<file path="src/rtl/core/rti_pkg.sv">
// ----------------------------------------------------------------------------
// rti_pkg: shared types and constants of the radix integer-to-text block
// Register codes, the job record passed from the front to the back, the
// configuration bundle and the digit-to-ASCII mapping.
// ----------------------------------------------------------------------------
package rti_pkg;

	localparam int MAX_DIGITS_DEF = 64;
	localparam int VALUE_W        = 64;
	localparam int CFG_DATA_W     = 5;
	localparam int CFG_INDEX_W    = 2;
	localparam int CHAR_W         = 7;
	localparam int DIGIT_W        = 4;

	localparam logic [4:0] RADIX_RESET = 5'd10;
	localparam logic [4:0] RADIX_MIN   = 5'd2;
	localparam logic [4:0] RADIX_MAX   = 5'd16;

	localparam logic [CHAR_W-1:0] ASCII_ZERO  = 7'h30;
	localparam logic [CHAR_W-1:0] ASCII_UPPER = 7'h41;
	localparam logic [CHAR_W-1:0] ASCII_LOWER = 7'h61;

	typedef enum logic [CFG_INDEX_W-1:0] {
		REG_RADIX    = 2'd0,
		REG_UNSIGNED = 2'd1,
		REG_LOWER    = 2'd2
	} reg_index_t;

	typedef struct packed {
		logic [4:0] radix;
		logic       unsigned_mode;
		logic       lowercase_letters;
	} cfg_t;

	typedef struct packed {
		logic               negative;
		logic [VALUE_W-1:0] magnitude;
	} job_t;

	function automatic logic [CHAR_W-1:0] digit_char(input logic [DIGIT_W-1:0] d,
			input logic lower);
		logic [CHAR_W-1:0] base;
		base = lower ? ASCII_LOWER : ASCII_UPPER;
		if (d < 4'd10) begin
			digit_char = ASCII_ZERO + CHAR_W'(d);
		end else begin
			digit_char = base + CHAR_W'(d - 4'd10);
		end
	endfunction

	function automatic logic [4:0] clamp_radix(input logic [4:0] r);
		if (r < RADIX_MIN) begin
			clamp_radix = RADIX_MIN;
		end else if (r > RADIX_MAX) begin
			clamp_radix = RADIX_MAX;
		end else begin
			clamp_radix = r;
		end
	endfunction

endpackage

</file>
<file path="src/rtl/core/rti_if.sv">
// ----------------------------------------------------------------------------
// rti_if: channel interfaces of the radix integer-to-text block
// Input channel carries one integer, output channel carries one character.
// ----------------------------------------------------------------------------
interface rti_in_if;
	logic                                 valid;
	logic                                 ready;
	logic signed [rti_pkg::VALUE_W-1:0]   value;

	modport source (output valid, output value, input ready);
	modport sink   (input valid, input value, output ready);
endinterface

interface rti_out_if;
	logic                        valid;
	logic                        ready;
	logic [rti_pkg::CHAR_W-1:0]  char_code;
	logic                        minus_before;
	logic                        last_char;

	modport source (output valid, output char_code, output minus_before,
		output last_char, input ready);
	modport sink   (input valid, input char_code, input minus_before,
		input last_char, output ready);
endinterface

</file>
<file path="src/rtl/core/rti_ram.sv">
// ----------------------------------------------------------------------------
// rti_ram: generic single-write, single-read RAM
// One write port and one read port with registered read data.
// ----------------------------------------------------------------------------
module rti_ram #(
	parameter int WIDTH = 4,
	parameter int DEPTH = 64
) (
	input  logic                     clk,
	input  logic                     we,
	input  logic [$clog2(DEPTH)-1:0] waddr,
	input  logic [WIDTH-1:0]         wdata,
	input  logic                     re,
	input  logic [$clog2(DEPTH)-1:0] raddr,
	output logic [WIDTH-1:0]         rdata_q
);

	logic [WIDTH-1:0] mem_q [DEPTH];

	always_ff @(posedge clk) begin
		if (we) begin
			mem_q[waddr] <= wdata;
		end
		if (re) begin
			rdata_q <= mem_q[raddr];
		end
	end

endmodule

</file>
<file path="src/rtl/core/rti_front.sv">
// ----------------------------------------------------------------------------
// rti_front: input stage of the converter
// Accept an integer, classify its sign and register its magnitude.
// ----------------------------------------------------------------------------
module rti_front (
	input  logic              clk,
	input  logic              arst_n,
	rti_in_if.sink            din,
	input  rti_pkg::cfg_t     cfg,
	output logic              push_valid,
	input  logic              push_ready,
	output rti_pkg::job_t     push_job
);

	logic          v_s1;
	rti_pkg::job_t job_s1;
	logic          neg;

	assign din.ready  = !v_s1 || push_ready;
	assign neg        = !cfg.unsigned_mode && din.value[rti_pkg::VALUE_W-1];
	assign push_valid = v_s1;
	assign push_job   = job_s1;

	always_ff @(posedge clk or negedge arst_n) begin
		if (!arst_n) begin
			v_s1 <= 1'b0;
		end else if (din.ready) begin
			v_s1 <= din.valid;
		end
	end

	// negate modulo 2^64; the most negative value wraps to 2^63
	always_ff @(posedge clk) begin
		if (din.valid && din.ready) begin
			job_s1.negative  <= neg;
			job_s1.magnitude <= neg ? (~din.value + 1'b1) : din.value;
		end
	end

endmodule

</file>
<file path="src/rtl/core/rti_queue.sv">
// ----------------------------------------------------------------------------
// rti_queue: two-entry job queue
// Decouple the input stage from the conversion engine.
// ----------------------------------------------------------------------------
module rti_queue (
	input  logic          clk,
	input  logic          arst_n,
	input  logic          push_valid,
	output logic          push_ready,
	input  rti_pkg::job_t push_job,
	output logic          pop_valid,
	input  logic          pop_ready,
	output rti_pkg::job_t pop_job
);

	localparam int DEPTH = 2;

	rti_pkg::job_t entry_q [DEPTH];
	logic          wr_ptr_q;
	logic          rd_ptr_q;
	logic [1:0]    cnt_q;
	logic          push;
	logic          pop;

	assign push_ready = cnt_q != 2'(DEPTH);
	assign pop_valid  = cnt_q != 2'd0;
	assign pop_job    = entry_q[rd_ptr_q];
	assign push       = push_valid && push_ready;
	assign pop        = pop_valid && pop_ready;

	always_ff @(posedge clk or negedge arst_n) begin
		if (!arst_n) begin
			wr_ptr_q <= 1'b0;
			rd_ptr_q <= 1'b0;
			cnt_q    <= 2'd0;
		end else begin
			if (push) begin
				wr_ptr_q <= !wr_ptr_q;
			end
			if (pop) begin
				rd_ptr_q <= !rd_ptr_q;
			end
			if (push && !pop) begin
				cnt_q <= cnt_q + 2'd1;
			end else if (pop && !push) begin
				cnt_q <= cnt_q - 2'd1;
			end
		end
	end

	always_ff @(posedge clk) begin
		if (push) begin
			entry_q[wr_ptr_q] <= push_job;
		end
	end

	a_cnt_bound: assert property (@(posedge clk) disable iff (!arst_n)
		cnt_q <= 2'(DEPTH))
		else $error("job queue count above depth");

	a_cnt_inc: assert property (@(posedge clk) disable iff (!arst_n)
		(push && !pop) |=> (cnt_q == $past(cnt_q) + 2'd1))
		else $error("job queue count did not follow a lone push");

endmodule

</file>
<file path="src/rtl/core/rti_back.sv">
// ----------------------------------------------------------------------------
// rti_back: conversion engine
// Divide by the radix eight bits a cycle, store digits, emit them reversed.
// ----------------------------------------------------------------------------
module rti_back #(
	parameter int MAX_DIGITS = rti_pkg::MAX_DIGITS_DEF
) (
	input  logic          clk,
	input  logic          arst_n,
	input  rti_pkg::cfg_t cfg,
	input  logic          pop_valid,
	output logic          pop_ready,
	input  rti_pkg::job_t pop_job,
	rti_out_if.source     dout
);

	localparam int AW = $clog2(MAX_DIGITS);
	localparam int CW = $clog2(MAX_DIGITS + 1);
	localparam int VW = rti_pkg::VALUE_W;
	localparam int DW = rti_pkg::DIGIT_W;
	localparam int STEPS = 8;

	typedef enum logic [3:0] {
		ST_IDLE = 4'b0001,
		ST_DIV  = 4'b0010,
		ST_RD   = 4'b0100,
		ST_LD   = 4'b1000
	} state_t;

	state_t                     state_q;
	logic [VW-1:0]              work_q;
	logic [DW-1:0]              rem_q;
	logic [2:0]                 chunk_q;
	logic [CW-1:0]              ndig_q;
	logic [CW-1:0]              k_q;
	logic                       neg_q;
	logic                       ov_q;
	logic [rti_pkg::CHAR_W-1:0] char_q;
	logic                       minus_q;
	logic                       last_q;

	logic [4:0]    radix;
	logic [VW-1:0] work_d;
	logic [DW-1:0] rem_d;
	logic [CW-1:0] ndig_inc;
	logic [CW-1:0] raddr_full;
	logic [DW-1:0] rd_digit;
	logic          ram_we;
	logic          ram_re;
	logic          load;
	logic          is_last;

	assign radix = rti_pkg::clamp_radix(cfg.radix);

	// eight restoring steps of long division by a base of at most sixteen
	always_comb begin
		logic [4:0]    t;
		logic [DW-1:0] r;
		logic [VW-1:0] w;
		r = rem_q;
		w = work_q;
		for (int i = 0; i < STEPS; i++) begin
			t = {r, w[VW-1]};
			w = {w[VW-2:0], 1'b0};
			if (t >= radix) begin
				t    = t - radix;
				w[0] = 1'b1;
			end
			r = t[DW-1:0];
		end
		work_d = w;
		rem_d  = r;
	end

	assign ndig_inc   = ndig_q + 1'b1;
	assign raddr_full = ndig_q - 1'b1 - k_q;
	assign ram_we     = (state_q == ST_DIV) && (chunk_q == 3'd7);
	assign ram_re     = state_q == ST_RD;
	assign pop_ready  = state_q == ST_IDLE;
	assign load       = (state_q == ST_LD) && (!ov_q || dout.ready);
	assign is_last    = (k_q + 1'b1) == ndig_q;

	rti_ram #(
		.WIDTH (DW),
		.DEPTH (MAX_DIGITS)
	) u_store (
		.clk     (clk),
		.we      (ram_we),
		.waddr   (ndig_q[AW-1:0]),
		.wdata   (rem_d),
		.re      (ram_re),
		.raddr   (raddr_full[AW-1:0]),
		.rdata_q (rd_digit)
	);

	always_ff @(posedge clk or negedge arst_n) begin
		if (!arst_n) begin
			state_q <= ST_IDLE;
			chunk_q <= 3'd0;
			ndig_q  <= '0;
			k_q     <= '0;
			ov_q    <= 1'b0;
		end else begin
			unique case (state_q)
				ST_IDLE: begin
					if (pop_valid) begin
						chunk_q <= 3'd0;
						ndig_q  <= '0;
						state_q <= ST_DIV;
					end
				end
				ST_DIV: begin
					chunk_q <= chunk_q + 3'd1;
					if (chunk_q == 3'd7) begin
						ndig_q <= ndig_inc;
						if (work_d == '0 || ndig_inc == CW'(MAX_DIGITS)) begin
							k_q     <= '0;
							state_q <= ST_RD;
						end
					end
				end
				ST_RD: begin
					state_q <= ST_LD;
				end
				ST_LD: begin
					if (load) begin
						k_q     <= k_q + 1'b1;
						state_q <= is_last ? ST_IDLE : ST_RD;
					end
				end
				default: state_q <= ST_IDLE;
			endcase
			if (load) begin
				ov_q <= 1'b1;
			end else if (dout.ready) begin
				ov_q <= 1'b0;
			end
		end
	end

	always_ff @(posedge clk) begin
		if (state_q == ST_IDLE && pop_valid) begin
			work_q <= pop_job.magnitude;
			neg_q  <= pop_job.negative;
			rem_q  <= '0;
		end else if (state_q == ST_DIV) begin
			work_q <= work_d;
			// restart the remainder for the next digit
			rem_q  <= (chunk_q == 3'd7) ? '0 : rem_d;
		end
		if (load) begin
			char_q  <= rti_pkg::digit_char(rd_digit, cfg.lowercase_letters);
			minus_q <= (k_q == '0) && neg_q;
			last_q  <= is_last;
		end
	end

	assign dout.valid        = ov_q;
	assign dout.char_code    = char_q;
	assign dout.minus_before = minus_q;
	assign dout.last_char    = last_q;

	a_ndig_bound: assert property (@(posedge clk) disable iff (!arst_n)
		ndig_q <= CW'(MAX_DIGITS))
		else $error("digit count above store depth");

	a_emit_index: assert property (@(posedge clk) disable iff (!arst_n)
		(state_q == ST_RD || state_q == ST_LD) |-> (k_q < ndig_q))
		else $error("emit index past digit count");

	a_last_idle: assert property (@(posedge clk) disable iff (!arst_n)
		(load && is_last) |=> (state_q == ST_IDLE && last_q))
		else $error("final digit did not close the number");

endmodule

</file>
<file path="src/rtl/core/radix_integer_to_text.sv">
// ----------------------------------------------------------------------------
// radix_integer_to_text: 64-bit integer to ASCII text in a base of 2 to 16
// Top level: configuration registers, input stage, job queue, engine.
// ----------------------------------------------------------------------------
// Usage
//   din carries one 64-bit integer per transaction (valid/ready). dout
//   carries one ASCII digit per transaction, most significant digit first;
//   minus_before flags the first digit of a negative number and last_char
//   flags the final digit. Zero gives the single digit '0'.
//   Write radix (index 0), unsigned_mode (index 1) and lowercase_letters
//   (index 2) through wr_en/wr_index/wr_data while no number is in flight.
//   A radix below 2 or above 16 is saturated; other indexes are ignored.
// Timing
//   The input stage and a two-entry queue take new numbers while the
//   engine works, so din stays ready until three numbers are pending.
//   The engine divides eight bits per cycle; it stores each finished
//   digit and repeats until the value is zero or the store is full,
//   then reads the digits back (ST_RD) and loads each into the output
//   register (ST_LD), most significant first. It takes the next number
//   from the queue once the last digit of the current one is loaded.
// Reset and stall
//   Reset empties the queue and engine and restores radix 10, signed mode,
//   upper case. A stalled dout holds its digit; the engine waits behind it.
// ----------------------------------------------------------------------------
module radix_integer_to_text #(
	parameter int MAX_DIGITS = rti_pkg::MAX_DIGITS_DEF
) (
	input  logic                               clk,
	input  logic                               arst_n,
	input  logic                               wr_en,
	input  logic [rti_pkg::CFG_INDEX_W-1:0]    wr_index,
	input  logic [rti_pkg::CFG_DATA_W-1:0]     wr_data,
	rti_in_if.sink                             din,
	rti_out_if.source                          dout
);

	rti_pkg::cfg_t cfg_q;

	logic          push_valid;
	logic          push_ready;
	rti_pkg::job_t push_job;
	logic          pop_valid;
	logic          pop_ready;
	rti_pkg::job_t pop_job;

	// configuration registers; unknown indexes drop the write
	always_ff @(posedge clk or negedge arst_n) begin
		if (!arst_n) begin
			cfg_q.radix             <= rti_pkg::RADIX_RESET;
			cfg_q.unsigned_mode     <= 1'b0;
			cfg_q.lowercase_letters <= 1'b0;
		end else if (wr_en) begin
			unique case (wr_index)
				rti_pkg::REG_RADIX:    cfg_q.radix             <= wr_data;
				rti_pkg::REG_UNSIGNED: cfg_q.unsigned_mode     <= wr_data[0];
				rti_pkg::REG_LOWER:    cfg_q.lowercase_letters <= wr_data[0];
				default: ;
			endcase
		end
	end

	// sign classification and negation
	rti_front u_front (
		.clk        (clk),
		.arst_n     (arst_n),
		.din        (din),
		.cfg        (cfg_q),
		.push_valid (push_valid),
		.push_ready (push_ready),
		.push_job   (push_job)
	);

	// hold pending numbers while the engine is busy
	rti_queue u_queue (
		.clk        (clk),
		.arst_n     (arst_n),
		.push_valid (push_valid),
		.push_ready (push_ready),
		.push_job   (push_job),
		.pop_valid  (pop_valid),
		.pop_ready  (pop_ready),
		.pop_job    (pop_job)
	);

	// digit generation and reversed emission
	rti_back #(
		.MAX_DIGITS (MAX_DIGITS)
	) u_back (
		.clk       (clk),
		.arst_n    (arst_n),
		.cfg       (cfg_q),
		.pop_valid (pop_valid),
		.pop_ready (pop_ready),
		.pop_job   (pop_job),
		.dout      (dout)
	);

endmodule
</file>
<file path="src/flat_wrapper.sv">
// flat-port wrapper written by rule: the top's interface ports become plain ports
module radix_integer_to_text_flat 
#(
	parameter int MAX_DIGITS = rti_pkg::MAX_DIGITS_DEF
)
  (clk, arst_n, wr_en, wr_index, wr_data, din_valid, din_value, din_ready, dout_valid, dout_char_code, dout_minus_before, dout_last_char, dout_ready);
  rti_in_if din_i ();
  rti_out_if dout_i ();
  input  logic clk;
  input  logic arst_n;
  input  logic wr_en;
  input  logic [rti_pkg::CFG_INDEX_W-1:0] wr_index;
  input  logic [rti_pkg::CFG_DATA_W-1:0] wr_data;
  input wire logic [$bits(din_i.valid)-1:0] din_valid;
  input wire logic [$bits(din_i.value)-1:0] din_value;
  output wire logic [$bits(din_i.ready)-1:0] din_ready;
  output wire logic [$bits(dout_i.valid)-1:0] dout_valid;
  output wire logic [$bits(dout_i.char_code)-1:0] dout_char_code;
  output wire logic [$bits(dout_i.minus_before)-1:0] dout_minus_before;
  output wire logic [$bits(dout_i.last_char)-1:0] dout_last_char;
  input wire logic [$bits(dout_i.ready)-1:0] dout_ready;
  assign din_i.valid = din_valid;
  assign din_i.value = din_value;
  assign din_ready = din_i.ready;
  assign dout_valid = dout_i.valid;
  assign dout_char_code = dout_i.char_code;
  assign dout_minus_before = dout_i.minus_before;
  assign dout_last_char = dout_i.last_char;
  assign dout_i.ready = dout_ready;
  radix_integer_to_text #(.MAX_DIGITS(MAX_DIGITS)) u_core (.clk(clk), .arst_n(arst_n), .wr_en(wr_en), .wr_index(wr_index), .wr_data(wr_data), .din(din_i), .dout(dout_i));
endmodule
</file>
<file path="config.mk">
export PLATFORM = sky130hd
export DESIGN_NAME = radix_integer_to_text_flat
export DESIGN_NICKNAME = d
export VERILOG_FILES = /design/src/rtl/core/rti_pkg.sv /design/src/rtl/core/rti_if.sv /design/src/rtl/core/rti_ram.sv /design/src/rtl/core/rti_front.sv /design/src/rtl/core/rti_queue.sv /design/src/rtl/core/rti_back.sv /design/src/rtl/core/radix_integer_to_text.sv /design/src/flat_wrapper.sv
export SDC_FILE = /design/constraint.sdc
export NUM_CORES = 1
export LEC_CHECK = 0
export ABC_AREA = 1
export BUFFER_PORTS_ARGS = -buffer_cell sky130_fd_sc_hd__buf_2
export CAP_MARGIN = 20
export CORE_MARGIN = 2
export CORE_UTILIZATION = 30
export CTS_BUF_LIST = sky130_fd_sc_hd__clkbuf_4
export DETAILED_ROUTE_END_ITERATION = 6
export PLACE_DENSITY_LB_ADDON = 0.12
export SLEW_MARGIN = 20
export SYNTH_ARGS = -nofsm -noshare
export SYNTH_HDL_FRONTEND = slang
export SYNTH_SLANG_ARGS = --single-unit
</file>
<file path="constraint.sdc">
create_clock -name clk -period 12.43 [get_ports clk]
set_input_delay 0.6215 -clock clk [delete_from_list [all_inputs] [get_ports clk]]
set_output_delay 0.6215 -clock clk [all_outputs]
set_load 0.01 [all_outputs]
</file>
### Yosys cells after proc, flatten, opt, wreduce, memory -nomap -nowiden

Memory sizes are Yosys's and may differ from the RTL's. A register that Yosys moved wholly into a read port is not among the register bits.
Index checks and enable logic that the tools add are counted.

* register bits after elaboration: 177
* latch bits: 0
* RAM bits: 386
* memory bits (read-only): 0
* input bits: 76
* output and inout port bits: 11
* memories kept: 2

* $add $sub $neg: 19
* multiply operators: 0
* divide/modulo/power cells: 0
* $lt $le $gt $ge: 11
* equal/unequal tests: 14
* shift operators: 0
* mux-type cells: 47
* bitwise gates (word level): 1
* reductions and logical operators: 35

Memory list
* u_core.u_back.u_store.mem_q: depth 64, bits a word 4, read ports 1, clocked after Yosys merged registers in 1, wr ports 1, line rti_ram.sv:18 `logic [WIDTH-1:0] mem_q [DEPTH];`
* u_core.u_queue.entry_q: depth 2, bits a word 65, read ports 1, clocked after Yosys merged registers in 0, wr ports 1, line rti_queue.sv:18 `rti_pkg::job_t entry_q [DEPTH];`

Operators by type and width (number)
* $mux 64: 3
* $add 64x1->64 const B: 1
* $logic_not 64->1: 1
* $not 64->64: 1
* $mux 4: 13
* $mux 7: 6
* $ge 5x5->1: 8
* $sub 4x4->4: 8
* $pmux 7 s2: 2
* $pmux 4 s4: 1
* $add 7x1->7 const B: 2
* $mux 1: 14
* $reduce_bool 2->1: 6
* $mux 5: 2
* $logic_and 1x1->1: 9
* $reduce_and 2->1: 4
* $reduce_and 4->1: 2
* $add 6x4->7 const A: 1
* $add 7x7->7: 1
* $eq 7x7->1: 1
* $eq 7x7->1 const B: 1
* $logic_not 1->1: 7
* $logic_not 7->1: 1
* $mux 3: 2
* 24 further kinds: 30

### Depth between registers and ports, before layout

Gate-level depths: netlist (run 1).

* depth in word-level cells: 24
* gate-level depth with buffers: 75
* depth with buffers taken out: 75

### Modules after synthesis

A second synthesis (run 1) with hierarchy kept.

* cells, all modules: 2803
* area total of the unflattened synthesis: 27548.9 um^2

By module, submodules not included
* rti_ram: instances 1, cells each 948, area each 10921.7 um^2, seq. area each 7807.5 um^2
* rti_back: instances 1, cells each 894, area each 6984.2 um^2, seq. area each 2854.0 um^2
* rti_queue: instances 1, cells each 368, area each 4936.0 um^2, seq. area each 4003.8 um^2
* rti_front: instances 1, cells each 558, area each 4391.7 um^2, seq. area each 1976.9 um^2
* radix_integer_to_text: instances 1, cells each 35, area each 315.3 um^2, seq. area each 177.7 um^2

### Worst setup path before layout (run 1)

No wires, ideal clock.

* kind: reg-to-reg
* from: register u_core.cfg_q[3] (netlist name)
* to: memory u_core.u_back.u_store.mem_q[0][0] (data pin)
* library setup time: 0.712 ns
* data arrival time: 11.692 ns
* setup slack: 0.026 ns
* stages on the path, launching flop included: 63
* buffers on the path: 0
* clock period less this slack: 12.404 ns
* cells stage by stage: dfstp_2 -> inv_1 -> a21oi_1 -> inv_1 -> ha_1 -> nand2_1 -> nor2_1 -> nand2_1 -> nand3_2 -> nand2_1 -> o21ai_0 -> ha_1 -> nand2_1 -> nand2_1 -> nand2_1 -> nand3_1 -> inv_1 -> o21ai_0 -> [... 27 more ...] -> nand2_1 -> o21ai_1 -> inv_1 -> ha_1 -> nand2_1 -> a21oi_1 -> nand2_1 -> nand2_1 -> nor2_1 -> inv_1 -> nand2_1 -> a21boi_0 -> ha_1 -> nand2_1 -> nand2_1 -> nand2_1 -> nand3_1 -> o21ai_0

* longest elaborated chain between the ends: 19
* elaborated cells between the ends (all ways): 28

Ends and longest elaborated chain
* start: declaration: line radix_integer_to_text.sv:37 `rti_pkg::cfg_t cfg_q;`
* $gt 5x5->1: line rti_pkg.sv:54 `end else if (r > RADIX_MAX) begin`
* $mux 5: line rti_pkg.sv:54
* $mux 5 *: line rti_pkg.sv:52 `if (r < RADIX_MIN) begin`
* $sub 4x4->4 or $ge 5x5->1 (tied branches): line rti_back.sv:66, rti_back.sv:65
* $mux 4: line rti_back.sv:65 `if (t >= radix) begin`
* $sub 4x4->4 or $ge 5x5->1 (tied branches): line rti_back.sv:66, rti_back.sv:65
* $mux 4: line rti_back.sv:65
* $sub 4x4->4 or $ge 5x5->1 (tied branches): line rti_back.sv:66, rti_back.sv:65
* [... 4 more ...]
* $mux 4: line rti_back.sv:65
* $sub 4x4->4 or $ge 5x5->1 (tied branches): line rti_back.sv:66, rti_back.sv:65
* $mux 4: line rti_back.sv:65
* $sub 4x4->4 or $ge 5x5->1 (tied branches): line rti_back.sv:66, rti_back.sv:65
* $mux 4: line rti_back.sv:65
* $ge 5x5->1: line rti_back.sv:65
* $mux 4 *: line rti_back.sv:65
* net u_core.u_back.rem_d[0]: line rti_back.sv:44 `logic [DW-1:0] rem_d;`
* end: declaration: line rti_ram.sv:18

The timed path passes the listed nets; every way through them passes the cells marked *.

### Final worst setup path (run 1)

* from: register u_core.cfg_q[6] (netlist name)
* to: memory u_core.u_back.u_store.mem_q[16][2] (data pin)

* longest elaborated chain between the ends: 19
* elaborated cells between the ends (all ways): 28

Ends and longest elaborated chain (line)
* $gt 5x5->1: rti_pkg.sv:54
* $mux 5: rti_pkg.sv:54
* $mux 5 *: rti_pkg.sv:52
* $sub 4x4->4 or $ge 5x5->1 (tied branches): rti_back.sv:66, rti_back.sv:65
* $mux 4: rti_back.sv:65
* $sub 4x4->4 or $ge 5x5->1 (tied branches): rti_back.sv:66, rti_back.sv:65
* $mux 4: rti_back.sv:65
* $sub 4x4->4 or $ge 5x5->1 (tied branches): rti_back.sv:66, rti_back.sv:65
* [... 4 more ...]
* $mux 4: rti_back.sv:65
* $sub 4x4->4 or $ge 5x5->1 (tied branches): rti_back.sv:66, rti_back.sv:65
* $mux 4: rti_back.sv:65
* $ge 5x5->1 or $sub 4x4->4 (tied branches): rti_back.sv:65, rti_back.sv:66
* $mux 4: rti_back.sv:65
* $sub 4x4->4 or $ge 5x5->1 (tied branches): rti_back.sv:66, rti_back.sv:65
* $mux 4 *: rti_back.sv:65
* net u_core.u_back.rem_d[2]: rti_back.sv:44

Marks and branches as above.

==> impl_metrics.tcl, run 1 <==
set metrics [dict create \
    final_min_period_over_clock_period_pct 89.6 \
    grt_pass1_vias 19569 \
    timing.critical_path.required_ns 13.19 \
    timing_max_transition_violations_final 0 \
    timing.critical_path.mode_cell "nand2_1" \
    antenna_left 0 \
    multi_input_comb_area_um2 8760 \
    wirelength_um 73400 \
    io_pins 87 \
    clock-root-buffer "clkbuf_4" \
    capture_point_of_the_worst_reg_to_reg_path "u_core.u_back.u_store.mem_q[16][2]" \
    placement_rows 109 \
    sequential_cell_area_um2 16800 \
    clock_path_buffers 3 \
    setup-tns-final_ns 0 \
    synthesis.area_um2 26600 \
    synthXorXnorAreaFrac_pct 2.92 \
    drt-vias-per-instance 4.71 \
    wl_per_cell_um 18.0 \
    cts_tree "built" \
    synth_nets 2684 \
    ys_types 50 \
    skew_ns 0.0788 \
    postSynthRegisterBits 567 \
    worstRegToRegCells 62 \
    floorplan.initialDensity_pct 30.2 \
    die_width_um 302 \
    die_area_um2 91000 \
    worstHoldStart "din_value[1]" \
    worstSkewPairLatency_ns 1.00 \
    main_combinational_cell_family_by_area_after_synthesis "simple AND/OR/NAND/NOR gates" \
    whs_endpoint "u_core.u_front.push_job[1]" \
    postSynthCellCount 2541 \
    critical_setup_path_kind "flop to flop" \
    core_area_um2 88100 \
    dr_drc_count 0 \
    synthMuxAreaShare_pct 0.0847 \
    layout_min_cycle_time_ns 11.14 \
    ys_async_sr_fraction_pct 6.00 \
    rr_startpoint "u_core.cfg_q[6]" \
    synth-edff-count 529 \
    synth.top_cell.area_share_pct 59.8 \
    clock_tree.htree_level_count 4 \
    drv.max_cap_violation_count 0 \
    timing.critical_path.arrival_ns 11.91 \
    hold_slack_ns 0.120 \
    timing_worst_slew_pin_value_ns 1.03 \
    final-hold-violation-count 0 \
    yosysWarnings 0 \
    area_growth_syn_to_layout_pct 16.7 \
    die_height_um 302 \
    report.final.setup_viol 0 \
    worst-path-buf-inv 10 \
    grt_antenna_before_repair 2 \
    grt-ovfl-total 0 \
    status "finished clean" \
    path_delay_family "simple AND/OR/NAND/NOR gates" \
    nFillCells 9074 \
    hpwl_um 48900 \
    layout.nets 2923 \
    syn-mean-instance-area_um2 10.5 \
    synth.yosys.seq_area_share_pct 63.3 \
    synth_top_cell_by_area "edfxtp_1" \
    synth_compound_area_share_pct 8.18 \
    dr_total_vias 19161 \
    slew_headroom_pct 31.3 \
    cts.sinks 567 \
    hold_path_depth 3 \
    synth-simple-area-share_pct 18.0 \
    endpoint_kind "flop" \
    yosys.area_share.adder_pct 3.41 \
    grt_pass1_wl_um 113000 \
    grt_max_degree 87 \
    crit_path_start_kind "flop" \
    placement.io_buffers 86 \
    grt_setup_unrepaired "no" \
    clk_transition_reported_paths_ns 0.07 \
    timing.critical_path.slowest_cell_delay_ns 0.46 \
    drt_iter0_drc 1221 \
    synth.top_cells.by_area "edfxtp_1 (60%), nand2_1 (7.1%), nor2_1 (6.8%), o21ai_0 (3.1%), dfrtp_1 (2.9%)" \
    postSynth.topFlopCell "edfxtp_1" \
    fmaxAchievable_mhz 89.8 \
    drive_above_1_share_pct 15.2 \
    grtUsageTotal_pct 16.4 \
    crit_path_max_fanout 42 \
    hold_crit_class "input pin to flop" \
    rd_place_congestion 0.847 \
    first_pass_iters 5 \
    crit_slowest_cell "dfrtp_1" \
    setup.reg_to_reg.worst_slack_ns 1.29 \
    total_cts_buffers 157 \
]
==> cells by family after synthesis <==
logic type | count (synthesis)
and+or+nand+nor | 1174
DFF | 567
AOI/OAI and AO/OA | 376
buffers and inverters | 269
xor gates and xnor gates | 86
adders and majority gates | 67
muxes | 2
==> sequential cells by signal (all words and copies together), names as in the netlist, 2 cells and up <==
register                       cells
u_core.u_back.state_q              4
u_core.u_back.u_store.rdata_q      4
u_core.u_back.rem_q                4
u_core.u_back.k_q                  7
u_core.u_back.dout.char_code       7
u_core.u_queue.entry_q           130
u_core.u_back.ndig_q               7
u_core.cfg_q                       7
u_core.u_back.chunk_q              3
u_core.u_back.work_q              64
u_core.u_queue.cnt_q               2
u_core.u_back.u_store.mem_q      256
u_core.u_front.push_job           65
==> per-layer routing <==
layer | routed length, um | GRT usage [%]
met5 | 0 | 0
met4 | 1970 | 6.15
met1 | 31500 | 19.9
met3 | 3100 | 3.17
met2 | 36800 | 28.6
==> synthesized netlist by cell type, types with 8 or more instances <==
master / n
edfxtp_1: 529
nor3_1: 21
inv_1: 168
nand4_1: 21
fa_1: 9
xor2_1: 73
o21ai_1: 38
xnor2_1: 10
a31oi_1: 13
o22ai_1: 55
o21ai_0: 162
nor2_2: 10
nor2_1: 484
clkbuf_1: 51
ha_1: 58
a21oi_1: 28
inv_2: 12
nand2_1: 506
nand3_1: 100
dfrtp_1: 31
o211ai_1: 8
o31ai_1: 58
buf_2: 26
==> timing repair <==
action | 4_1_cts | 5_1_grt
hold buffers | 59 | 0
setup buffers | 0 | 5
setup endpoints to repair | 14 | 271
gates cloned | 0 | 0
hold endpoints to repair | 88 | 0
resized for setup | 1 | 10
==> cell usage in the layout, fill, tap and decap left out, types with 4 or more instances in the layout <==
cell type	count
edfxtp_1	529
nand2_1	500
nor2_1	481
clkbuf_4	240
inv_1	163
o21ai_0	161
nand3_1	100
buf_2	86
xor2_1	73
dlygate4sd3_1	59
o31ai_1	58
ha_1	57
o22ai_1	55
o21ai_1	38
dfrtp_1	30
a21oi_1	27
clkinv_1	24
buf_4	24
nand4_1	21
nor3_1	21
inv_2	17
a31oi_1	13
nor2_2	10
xnor2_1	10
o211ai_1	8
fa_1	8
clkinvlp_4	7
nor2_4	6
nand3_2	6
nand2_2	6
or2_2	4
nor4_1	4
clkinv_2	4
dfxtp_1	4
==> worst max path at each step <==
stage                          from                            endpoint  slack [ns]  cells after the start
detailed placement  u_core.cfg_q[3]  u_core.u_back.u_store.mem_q[19][3]        0.09                     64
CTS                 u_core.cfg_q[3]  u_core.u_back.u_store.mem_q[16][2]        0.04                     65
global placement    u_core.cfg_q[3]  u_core.u_back.u_store.mem_q[20][2]        0.35                     65
global route        u_core.cfg_q[3]                u_core.u_back.k_q[1]        0.10                     72
floorplan           u_core.cfg_q[3]   u_core.u_back.u_store.mem_q[0][0]        0.03                     62
finish              u_core.cfg_q[6]  u_core.u_back.u_store.mem_q[16][2]        1.29                     62
==> layout make-up <==
| type | instances | area share [%] |
|---|---|---|
| flip-flops and latches | 567 | 54.3 |
| multi-input cells | 1705 | 28.3 |
| clock buffers | 240 | 5.81 |
| well taps | 1165 | 4.70 |
| repair buffers | 169 | 3.87 |
| inverters | 180 | 2.21 |
| clock inverters | 41 | 0.872 |
| diodes | 3 | 0.0242 |
==> tightest hold or removal path: stages <==
cell	delay, ns
buf_2	0.08
inv_1	0.06
o21ai_0	0.20
==> through the flow <==
step           worst slack, ns  utilization, %  area [um2]  std cells
2_1_floorplan           0.0259               -       26600       2541
3_5_place_dp            0.0886            32.1       28300       3722
6_report                  1.29            35.2       31000       4070
3_3_place_gp             0.345            32.1       28300       3722
4_1_cts                 0.0442            35.1       30900       4062
5_1_grt                  0.100            35.2       31000       4070
Power of run 1 is left out: the tool's default activity adds up to more than one toggle a clock period on the data nets, which glitch-free logic cannot reach.
==> run 2: changes to the inputs <==
--- a/config.mk
+++ b/config.mk
@@ -7,13 +7,11 @@
 export LEC_CHECK = 0
 export ABC_AREA = 1
 export BUFFER_PORTS_ARGS = -buffer_cell sky130_fd_sc_hd__buf_2
-export CAP_MARGIN = 20
 export CORE_MARGIN = 2
-export CORE_UTILIZATION = 30
+export CORE_UTILIZATION = 45
 export CTS_BUF_LIST = sky130_fd_sc_hd__clkbuf_4
 export DETAILED_ROUTE_END_ITERATION = 6
 export PLACE_DENSITY_LB_ADDON = 0.12
-export SLEW_MARGIN = 20
 export SYNTH_ARGS = -nofsm -noshare
 export SYNTH_HDL_FRONTEND = slang
 export SYNTH_SLANG_ARGS = --single-unit
==> run 2 against run 1 <==
Count of clock-buffer cells in the layout is 32 lower. Final area decreased by 2.6%. Final cell count down 11%. Via count down 1.3%. Clock skew is 0.036 ns lower. Setup slack lost 0.097 ns. Register-to-register slack got worse by 0.097 ns. Global-route usage up 6.1 points. Wire length shrank 9.0%.
==> impl_metrics.tcl, run 2 (synthesis results as in run 1) <==
set metrics [dict create \
    placement_rows 89 \
    status "finished clean" \
    final_min_period_over_clock_period_pct 90.4 \
    layout.nets 2903 \
    timing.critical_path.required_ns 13.20 \
    final_common_cell "edfxtp_1" \
    hpwl_um 43900 \
    setup.reg_to_reg.worst_slack_ns 1.19 \
    clock-root-buffer "clkbuf_4" \
    core_area_um2 58700 \
    top_usage_layer "met2" \
    finish.cell_count_without_fillers 3631 \
    wirelength_um 66800 \
    total_cts_buffers 147 \
    die_area_um2 61000 \
    worstRegToRegCells 67 \
    report.final.setup_viol 0 \
    worst_setup_path_startpoint "u_core.cfg_q[3]" \
    clk_transition_reported_paths_ns 0.06 \
    floorplan.initialDensity_pct 45.3 \
    crit_path_max_fanout 38 \
    timing.critical_path.arrival_ns 12.01 \
    critical_setup_path_kind "flop to flop" \
    capture_point_of_the_worst_reg_to_reg_path "u_core.u_back.u_store.mem_q[20][2]" \
    post_cts_buffers 0 \
    grt_max_degree 77 \
    endpoint_kind "flop" \
    hold_crit_class "input pin to flop" \
    drt-vias-per-instance 5.21 \
    drive_above_1_share_pct 14.2 \
    grtUsageTotal_pct 22.5 \
    hold_slack_ns 0.106 \
    io_pins 87 \
    slew_headroom_pct 17.4 \
    placement.io_buffers 86 \
    dp_cells 3334 \
    regMostFlops "u_core.u_back.u_store.mem_q" \
    timing.critical_path.mode_cell "nand2_1" \
    timing_worst_slew_pin_value_ns 1.23 \
    final-hold-violation-count 0 \
    grt_pass1_vias 19174 \
    grt_util_met3_pct 5.13 \
    timing.critical_path.slowest_cell_delay_ns 0.52 \
    worstSkewPairLatency_ns 0.98 \
    hold_path_depth 3 \
    largest_register_ff_count 256 \
    clock_tree.htree_level_count 4 \
    skew_ns 0.0427 \
    grt_util_met2_pct 38.6 \
    rd_place_congestion 0.879 \
    first_pass_iters 6 \
    dr_drc_count 0 \
    layout_min_cycle_time_ns 11.24 \
    rr_startpoint "u_core.cfg_q[3]" \
    grt-ovfl-total 0 \
    die_width_um 247 \
    crit_path_start_kind "flop" \
    final_cell_mix "edfxtp_1 (529), nand2_1 (502), nor2_1 (481), clkbuf_4 (208), inv_1 (164)" \
    crit_slowest_cell "dfstp_2" \
    clock_path_buffers 3 \
    wl_per_cell_um 18.4 \
    grt_setup_unrepaired "no" \
    fmaxAchievable_mhz 89.0 \
    timing_max_transition_violations_final 0 \
    whs_endpoint "u_core.u_front.push_job[14]" \
    drv.max_cap_violation_count 0 \
    drt_iter0_drc 1148 \
    grt_pass1_wl_um 104000 \
    area_growth_syn_to_layout_pct 13.6 \
    setup-tns-final_ns 0 \
    die_height_um 247 \
    cts_tree "built" \
    antenna_left 0 \
    use_met1_pct 27.3 \
    grt_antenna_before_repair 2 \
    cts.sinks 567 \
    dr_total_vias 18904 \
    worstHoldStart "din_value[14]" \
]
run 2: final cells by class:
class | instances | area, um2
Clock inverter | 37 | 298
Antenna cell | 2 | 5.00
Timing Repair Buffer | 158 | 1090
Fill cell | 5382 | 28500
Sequential cell | 567 | 16800
Multi-Input combinational cell | 1706 | 8760
Clock buffer | 208 | 1560
Tap cell | 773 | 967
Inverter | 180 | 679
run 2: timing repair:
action,in CTS,in global routing
endpoints found under the hold margin,79,0
hold buffers,49,0
resized for setup,0,6
setup endpoints to repair,0,234
run 2: worst max-delay path by stage:
stage	endpoint	depth (start not counted)
after floorplan	u_core.u_back.u_store.mem_q[0][0]	62
after global placement	u_core.u_back.u_store.mem_q[23][2]	63
after detailed placement	u_core.u_back.u_store.mem_q[23][2]	67
after CTS	u_core.u_back.u_store.mem_q[20][2]	67
after global routing	u_core.u_back.u_store.mem_q[20][2]	68
final	u_core.u_back.u_store.mem_q[20][2]	67
run 2: stage by stage:
stage	setup WS, ns	area [um2]	util [%]
6_report	1.19	30200	51.4
5_1_grt	0.0347	30200	51.4
4_1_cts	0.739	30100	51.4
3_5_place_dp	0.812	27800	47.4
3_3_place_gp	1.11	27800	47.4
2_1_floorplan	0.0259	26600	-
run 2: critical path: cells and delay by family (launching register included):
family | cells | cell delay [ns]
AOI/OAI and AO/OA | 10 | 1.74
DFF | 1 | 0.52
and+or+nand+nor | 37 | 4.17
adders and majority gates | 8 | 2.61
buffers and inverters | 12 | 1.92
run 2: layer usage:
| metal | vias up | routed length [um] |
|---|---|---|
| met4 | 2 | 2160 |
| met2 | 483 | 33300 |
| li1 | 9294 | - |
| met5 | - | 8 |
| met1 | 8998 | 28100 |
| met3 | 127 | 3210 |
Power of run 2 is left out for the same reason.
==> run 3: changes to the inputs <==
--- a/config.mk
+++ b/config.mk
@@ -9,7 +9,7 @@
 export BUFFER_PORTS_ARGS = -buffer_cell sky130_fd_sc_hd__buf_2
 export CORE_MARGIN = 2
 export CORE_UTILIZATION = 45
-export CTS_BUF_LIST = sky130_fd_sc_hd__clkbuf_4
+export CTS_BUF_LIST = sky130_fd_sc_hd__clkbuf_16
 export DETAILED_ROUTE_END_ITERATION = 6
 export PLACE_DENSITY_LB_ADDON = 0.12
 export SYNTH_ARGS = -nofsm -noshare
==> run 3 against run 2 <==
Count of clock-buffer cells in the layout fell by 149. Worst hold slack better by 0.027 ns. Sequential share of layout area rose by 1.1 points. Core utilization down 0.98 points. Die area unchanged. Global-route usage decreased by 0.74 points. Non-clock buffer count down 49. Maximum frequency decreased by 0.45%. Final area shrank 1.9%. Wire length fell by 1.6%.
==> impl_metrics.tcl, run 3 (synthesis results as in run 1) <==
set metrics [dict create \
    status "finished clean" \
    drt-vias-per-instance 5.29 \
    timing_worst_slew_pin_value_ns 1.22 \
    cts-resized-gates 0 \
    timing_max_transition_violations_final 0 \
    total_cts_buffers 57 \
    grt-ovfl-total 0 \
    placement_rows 89 \
    top_usage_layer "met2" \
    first_pass_iters 5 \
    slew_headroom_pct 18.4 \
    grt_antenna_before_repair 1 \
    placement.io_buffers 86 \
    worstSkewPairLatency_ns 0.62 \
    capture_point_of_the_worst_reg_to_reg_path "u_core.u_back.u_store.mem_q[18][3]" \
    layout_min_cycle_time_ns 11.29 \
    critical_setup_path_kind "flop to flop" \
    fmaxAchievable_mhz 88.6 \
    hold_crit_class "input pin to asynchronous set/reset pin" \
    regMostFlops "u_core.u_back.u_store.mem_q" \
    dr_drc_count 0 \
    final_common_cell "edfxtp_1" \
    timing.critical_path.mode_cell "nand2_1" \
    crit_slowest_cell "dfstp_2" \
    die_height_um 247 \
    clk_transition_reported_paths_ns 0.06 \
    floorplan.initialDensity_pct 45.3 \
    cts_tree "built" \
    rr_startpoint "u_core.cfg_q[3]" \
    crit_path_max_fanout 24 \
    dr_total_vias 18203 \
    timing.critical_path.required_ns 12.75 \
    place_ws_ns 0.812 \
    endpoint_kind "flop" \
    clock-root-buffer "clkbuf_16" \
    largest_register_ff_count 256 \
    sequential_cell_area_um2 16800 \
    timing.critical_path.arrival_ns 11.61 \
    num_antenna_cells 0 \
    layout.nets 2764 \
    core_area_um2 58700 \
    wirelength_um 65700 \
    grt_pass1_vias 18139 \
    hpwl_um 43900 \
    setup_slack_ns 1.14 \
    die_area_um2 61000 \
    wl_per_cell_um 19.1 \
    multi_input_comb_area_um2 8750 \
    grtUsageTotal_pct 21.7 \
    rd_place_congestion 0.879 \
    cts.sinks 567 \
    drive_above_1_share_pct 9.71 \
    die_width_um 247 \
    io_pins 87 \
    report.final.setup_viol 0 \
    clock_path_buffers 3 \
    timing.critical_path.slowest_cell_delay_ns 0.52 \
    drv.max_cap_violation_count 0 \
    crit_end "u_core.u_back.u_store.mem_q[18][3]" \
    grt_pass1_wl_um 102000 \
    antenna_left 0 \
    final_cell_mix "edfxtp_1 (529), nand2_1 (502), nor2_1 (481), inv_1 (177), o21ai_0 (161)" \
    ctsHoldBuffers 0 \
    utilization_pct 50.5 \
    final_min_period_over_clock_period_pct 90.8 \
    drt_iter0_drc 1127 \
    skew_ns 0.0315 \
    worst_setup_path_startpoint "u_core.cfg_q[3]" \
    crit_path_start_kind "flop" \
    grt_max_degree 77 \
    nFillCells 5354 \
    clock_tree.htree_level_count 2 \
    post_cts_buffers 0 \
    use_met1_pct 28.1 \
    setup.reg_to_reg.worst_slack_ns 1.14 \
    worstRegToRegCells 66 \
    grt_util_met2_pct 38.3 \
    area_growth_syn_to_layout_pct 11.4 \
    final-hold-violation-count 0 \
    grt_util_met3_pct 3.09 \
]
==> run 3: changes by cell type in the layout (fill, tap and decap cells not counted), sizes merged <==
| cell | change |
|---|---|
| clkinv | +3 |
| dlygate4sd3 | -49 |
| inv | +13 |
| bufinv | -1 |
| clkbuf | -149 |
| diode | -2 |
| clkinvlp | -5 |
==> run 3: how the worst min path moves through the flow <==
stage	from	endpoint	slack, ns	depth (start not counted)
6_report	arst_n	u_core.u_back.k_q[5]	0.13	1
5_1_grt	arst_n	u_core.u_back.k_q[5]	0.17	1
4_1_cts	arst_n	u_core.u_back.k_q[5]	0.14	1
3_5_place_dp	u_core.u_front.push_job[34]	u_core.u_queue.entry_q[0][34]	0.43	0
3_3_place_gp	u_core.u_front.push_job[29]	u_core.u_queue.entry_q[1][29]	0.42	0
2_1_floorplan	arst_n	u_core.cfg_q[0]	0.33	0
==> run 3: area by class of cell <==
type	instances	area share (%)
clock inverter	47	1.05
sequential	567	56.8
clock buffer	59	4.99
tap	773	3.27
multi-input combinational	1706	29.6
timing repair buffer	109	2.04
inverter	180	2.29
==> run 3: metal layers <==
metal	wire, um	part of all wire (%)
met5	0	0
met3	2670	4.1
met1	28400	43
met4	1440	2.2
met2	33200	51
==> run 3: through the flow <==
stage          setup TNS [ns]  hold WS [ns]  instance area, um2  instances
2_1_floorplan               0         0.326               26600       2541
3_3_place_gp                0         0.424               27800       3334
3_5_place_dp                0         0.431               27800       3334
4_1_cts                     0         0.145               29600       3440
5_1_grt               -0.0174         0.172               29600       3441
6_report                    0         0.132               29600       3441
==> run 3: critical path, delay by kind of cell, from the launching register on <==
kind / cells / cell delay, ns
flops: 1 / 0.52
compound gates: 10 / 1.75
buf+inv: 12 / 1.91
simple gates: 36 / 4.19
fa+ha+maj: 8 / 2.57
Power of run 3 is left out for the same reason.
